File: src/hdl/ratsm_pkg.sv
// Shared types and constants for the range affine sum block.
// No dependencies; imported by every module in hdl/.
package ratsm_pkg;

  localparam int DEF_MAX_ELEMENTS = 1024;
  localparam int DEF_VALUE_BITS   = 31;

  localparam logic [30:0] RESET_MODULUS = 31'h7FFF_FFFF;
  localparam logic [10:0] RESET_COUNT   = 11'd1024;

  typedef enum logic [1:0] {
    ACT_LOAD  = 2'd0,
    ACT_MUL   = 2'd1,
    ACT_ADD   = 2'd2,
    ACT_QUERY = 2'd3
  } action_e;

  typedef enum logic {
    REG_MODULUS = 1'b0,
    REG_COUNT   = 1'b1
  } reg_idx_e;

  typedef enum logic [2:0] {
    ST_CLEAR,
    ST_IDLE,
    ST_REDUCE,
    ST_READ,
    ST_EVAL,
    ST_MUL,
    ST_RESP
  } state_e;

endpackage

File: src/hdl/ratsm_mulmod.sv
// Bit-serial modular multiplier: (a * b) mod m, one bit of b per cycle, MSB first.
// Depends on ratsm_pkg. Requires a < m.
module ratsm_mulmod import ratsm_pkg::*; #(
  parameter int W = DEF_VALUE_BITS
) (
  input  logic         clk_i,
  input  logic         rst_ni,
  input  logic         start_i,
  input  logic [W-1:0] a_i,
  input  logic [W-1:0] b_i,
  input  logic [W-1:0] m_i,
  output logic         busy_o,
  output logic         done_o,
  output logic [W-1:0] res_o
);

  localparam int CW = $clog2(W + 1);

  logic [W-1:0]  acc_q, a_q, b_q;
  logic [CW-1:0] cnt_q;
  logic          busy_q, done_q;
  logic [W:0]    dbl, dbl_red, sum, sum_red;

  always_comb begin
    dbl     = {acc_q, 1'b0};
    dbl_red = (dbl >= {1'b0, m_i}) ? dbl - {1'b0, m_i} : dbl;
    sum     = dbl_red + (b_q[W-1] ? {1'b0, a_q} : '0);
    sum_red = (sum >= {1'b0, m_i}) ? sum - {1'b0, m_i} : sum;
  end

  always_ff @(posedge clk_i or negedge rst_ni) begin
    if (!rst_ni) begin
      busy_q <= 1'b0;
      done_q <= 1'b0;
      cnt_q  <= '0;
    end else begin
      done_q <= 1'b0;
      if (start_i) begin
        busy_q <= 1'b1;
        cnt_q  <= CW'(W);
      end else if (busy_q) begin
        cnt_q <= cnt_q - CW'(1);
        if (cnt_q == CW'(1)) begin
          busy_q <= 1'b0;
          done_q <= 1'b1;
        end
      end
    end
  end

  always_ff @(posedge clk_i) begin
    if (start_i) begin
      acc_q <= '0;
      a_q   <= a_i;
      b_q   <= b_i;
    end else if (busy_q) begin
      acc_q <= sum_red[W-1:0];
      b_q   <= {b_q[W-2:0], 1'b0};
    end
  end

  assign busy_o = busy_q;
  assign done_o = done_q;
  assign res_o  = acc_q;

endmodule

File: config.mk
export PLATFORM = sky130hd
export DESIGN_NAME = ratsm_mulmod
export DESIGN_NICKNAME = d
export VERILOG_FILES = /design/src/hdl/ratsm_pkg.sv /design/src/hdl/ratsm_mulmod.sv
export SDC_FILE = /design/constraint.sdc
export NUM_CORES = 1
export LEC_CHECK = 0
export BUFFER_PORTS_ARGS = -buffer_cell sky130_fd_sc_hd__clkbuf_2
export CORE_MARGIN = 5
export CORE_UTILIZATION = 40
export CTS_CLUSTER_SIZE = 25
export DETAILED_ROUTE_END_ITERATION = 10
export PLACE_DENSITY = 0.68
export SLEW_MARGIN = 40
export SYNTH_ARGS = -nofsm -noshare
export SYNTH_HDL_FRONTEND = slang
export SYNTH_SLANG_ARGS = --single-unit
File: constraint.sdc
create_clock -name clk_i -period 8.4 [get_ports clk_i]
set_clock_uncertainty 0.15 [all_clocks]
set_input_delay 0.84 -clock clk_i [delete_from_list [all_inputs] [get_ports clk_i]]
set_output_delay 0.84 -clock clk_i [all_outputs]
set_load 0.1 [all_outputs]
==> reports/metrics.yaml <==
run_status:
  status: "completed"
run:
  maxCapViolations: 0
global_routing:
  globalRoute.busiestLayer: "met2"
  grt_max_degree: 68
  grt_pass1_vias: 8006
  grt_first_pass_wirelength_mm: 41.21
  grt_util_met2_pct: 32.21
  antenna_found_initial: 1
  met3_usage_pct: 4.212
  grt_usage_pct: 19.28
  grt_overflow: 0
  gr-usage-met1_pct: 25.29
synthesis:
  async_reset_ff_share_pct: 7.000
  synth.top_cell.area_share_pct: 20.08
  synth_fp_nets: 1238
  synth_top_cells_by_area: "edfxtp_1 20%, ha_1 13%, dfxtp_1 6.7%"
  ys_seq_elements: 100
  netlist_area_um2: 9274
  synth_edf_count: 62
  yosysSeqAreaShare_pct: 28.66
  postSynthAreaPerCell_um2: 8.883
  yosysTopAreaCell: "edfxtp_1"
  synth_ff_type: "edfxtp_1"
  synth_warnings: 0
  synth_cells: 1044
  ys_types: 77
worst_setup_path:
  path_buf_inv: 4
  worst-path-stages: 30
  critPathSlowestCell: "or3_1"
  rr_worst_depth: 28
  crit_path_start_kind: "primary input"
  path_max_fanout: 15
  crit_path_frequent_cell: "a211oi_1"
  slowest_delay_ps: 440
  criticalPathCategory: "primary input to flip-flop"
  worst_path_dominant_cell_family: "compound AO/OA/AOI/OAI gates"
  end_kind: "flip-flop"
  worstPathRequired_ps: 8510
  cp.arrival_ps: 8050
placement:
  dp.final_hpwl_mm: 20.23
  gp_congestion: 0.8794
  io_buffer_count: 128
  place_area_um2: 10210
floorplanning:
  num_rows: 55
  ios: 129
  initial_utilization_pct: 40.84
  fp.dieH_um: 162.3
  core_area_um2: 22710
  dieArea_um2: 26330
  fp.dieW_um: 162.3
sta:
  fmax_mhz: 125.9
  setup_viol: 0
  tightest_slew_ps: 808.7
  hold_violations: 0
  min_period_ps: 7940
  final-max-slew-violation-count: 0
  period_share_pct: 94.53
  rsz0062_at_grt: "no"
  relSlewSlack_pct: 46.09
layout:
  syn2layout_area_growth_pct: 13.84
  drive_gt1_share_pct: 19.54
  design_area_um2: 10560
  n_fill_cell: 2253
  diodes: 0
  layout_common_cells: "127 x clkbuf_2, 105 x a21oi_1, 95 x ha_1"
  post-route-util_pct: 46.49
  nets: 1356
  final_common_cell: "clkbuf_2"
clocking:
  cts_resized: 0
  clockBufferDepth: 2
  cts_hold_buf: 0
  htree_levels: 3
  clk_pin_slew_ps: 90
  root_buffer: "clkbuf_16"
  tritoncts: "done"
  clock_latency_ps: 370
  postCtsSetupRepairBufs: 0
  numCtsBuffers: 9
  cts.sinks: 100
route:
  wl_per_cell_um: 17.59
  drc: 0
  via_count: 8135
  via_per_inst: 5.603
  first_iter_violations: 610
  first_pass_iters: 5
  ant_nets: 0
  routed_wl_mm: 25.54
worst_hold_path:
  hp-class: "primary input to asynchronous set/reset pin"
## sequential cells by signal, indices dropped and copies added (netlist names)
register	cells
a_q	31
b_q	31
done_o	1
busy_o	1
cnt_q	5
res_o	31
## synth_stat cells (5+ instances only)
library cell / instances
nor2_1: 79
a31oi_1: 8
xor2_1: 30
nor2b_1: 7
o21ai_0: 41
a21boi_0: 5
a211oi_1: 28
nor3_1: 22
o21a_1: 13
and2_1: 38
nand2_1: 56
o211ai_1: 15
nor3b_1: 5
and3_1: 7
nand4_1: 8
o21bai_1: 11
ha_1: 95
dfrtp_1: 7
mux2i_1: 17
clkbuf_1: 27
dfxtp_1: 31
a211o_1: 5
or2_2: 5
a21o_1: 42
inv_1: 61
mux2_2: 37
xnor2_1: 53
nand3_1: 19
a21oi_1: 105
nand2b_1: 12
edfxtp_1: 62
## layer usage
| metal | up-vias | wire length (um) |
|---|---|---|
| met5 | - | 13 |
| met4 | 2 | 476 |
| met3 | 29 | 1449 |
| met2 | 218 | 12050 |
| met1 | 3780 | 11550 |
| li1 | 4106 | - |
## metrics by stage
stage	setup TNS (ps)	setup slack, ps	instances	hold WS [ps]
after global routing	0	8.146	1452	140.0
after floorplan	0	927.5	1044	335.4
after CTS	0	143.6	1452	130.5
after detailed placement	-2641	-200.9	1436	368.1
final	0	459.5	1452	140.3
after global placement	-659.7	-81.26	1435	356.9
## worst paths after layout
path / start / end / slack (ps)
min reg2reg: res_o[7]$_SDFFE_PP0P_ / res_o[7]$_SDFFE_PP0P_ / 380
max in group asynchronous: rst_ni / busy_o$_DFF_PN0_ / 7770
max reg2reg: res_o[8]$_SDFFE_PP0P_ / res_o[13]$_SDFFE_PP0P_ / 710
min in group clk_i: res_o[7]$_SDFFE_PP0P_ / res_o[7]$_SDFFE_PP0P_ / 380
max: m_i[9] / res_o[13]$_SDFFE_PP0P_ / 460
min: rst_ni / cnt_q[2]$_DFFE_PN0P_ / 140
## cells by family (layout without fill, tap and decap cells)
kind of cell,Yosys count,in the layout,synth area share (%)
multiplexers,54,54,6.328
AO/OA/AOI/OAI,325,325,23.42
flip-flops,100,100,28.66
buffers and inverters,95,218,4.263
XOR/XNOR,83,83,7.839
AND/OR/NAND/NOR,289,289,16.03
adder cells (fa/ha/maj),98,98,13.46
## cell type report
cell class              instances  area [um^2]  share of cell area (%)
clock buffers                   9        225.2                   2.133
clock inverters                 7        88.84                  0.8414
inverters                      62        232.7                   2.204
multi-input cells             849         6259                   59.28
flip-flops and latches        100         2659                   25.18
well taps                     285        356.6                   3.378
repair buffers                140        737.0                   6.980
Power is not shown: default switching activity piles up to over one toggle a cycle in this logic, so the estimate is an artifact.
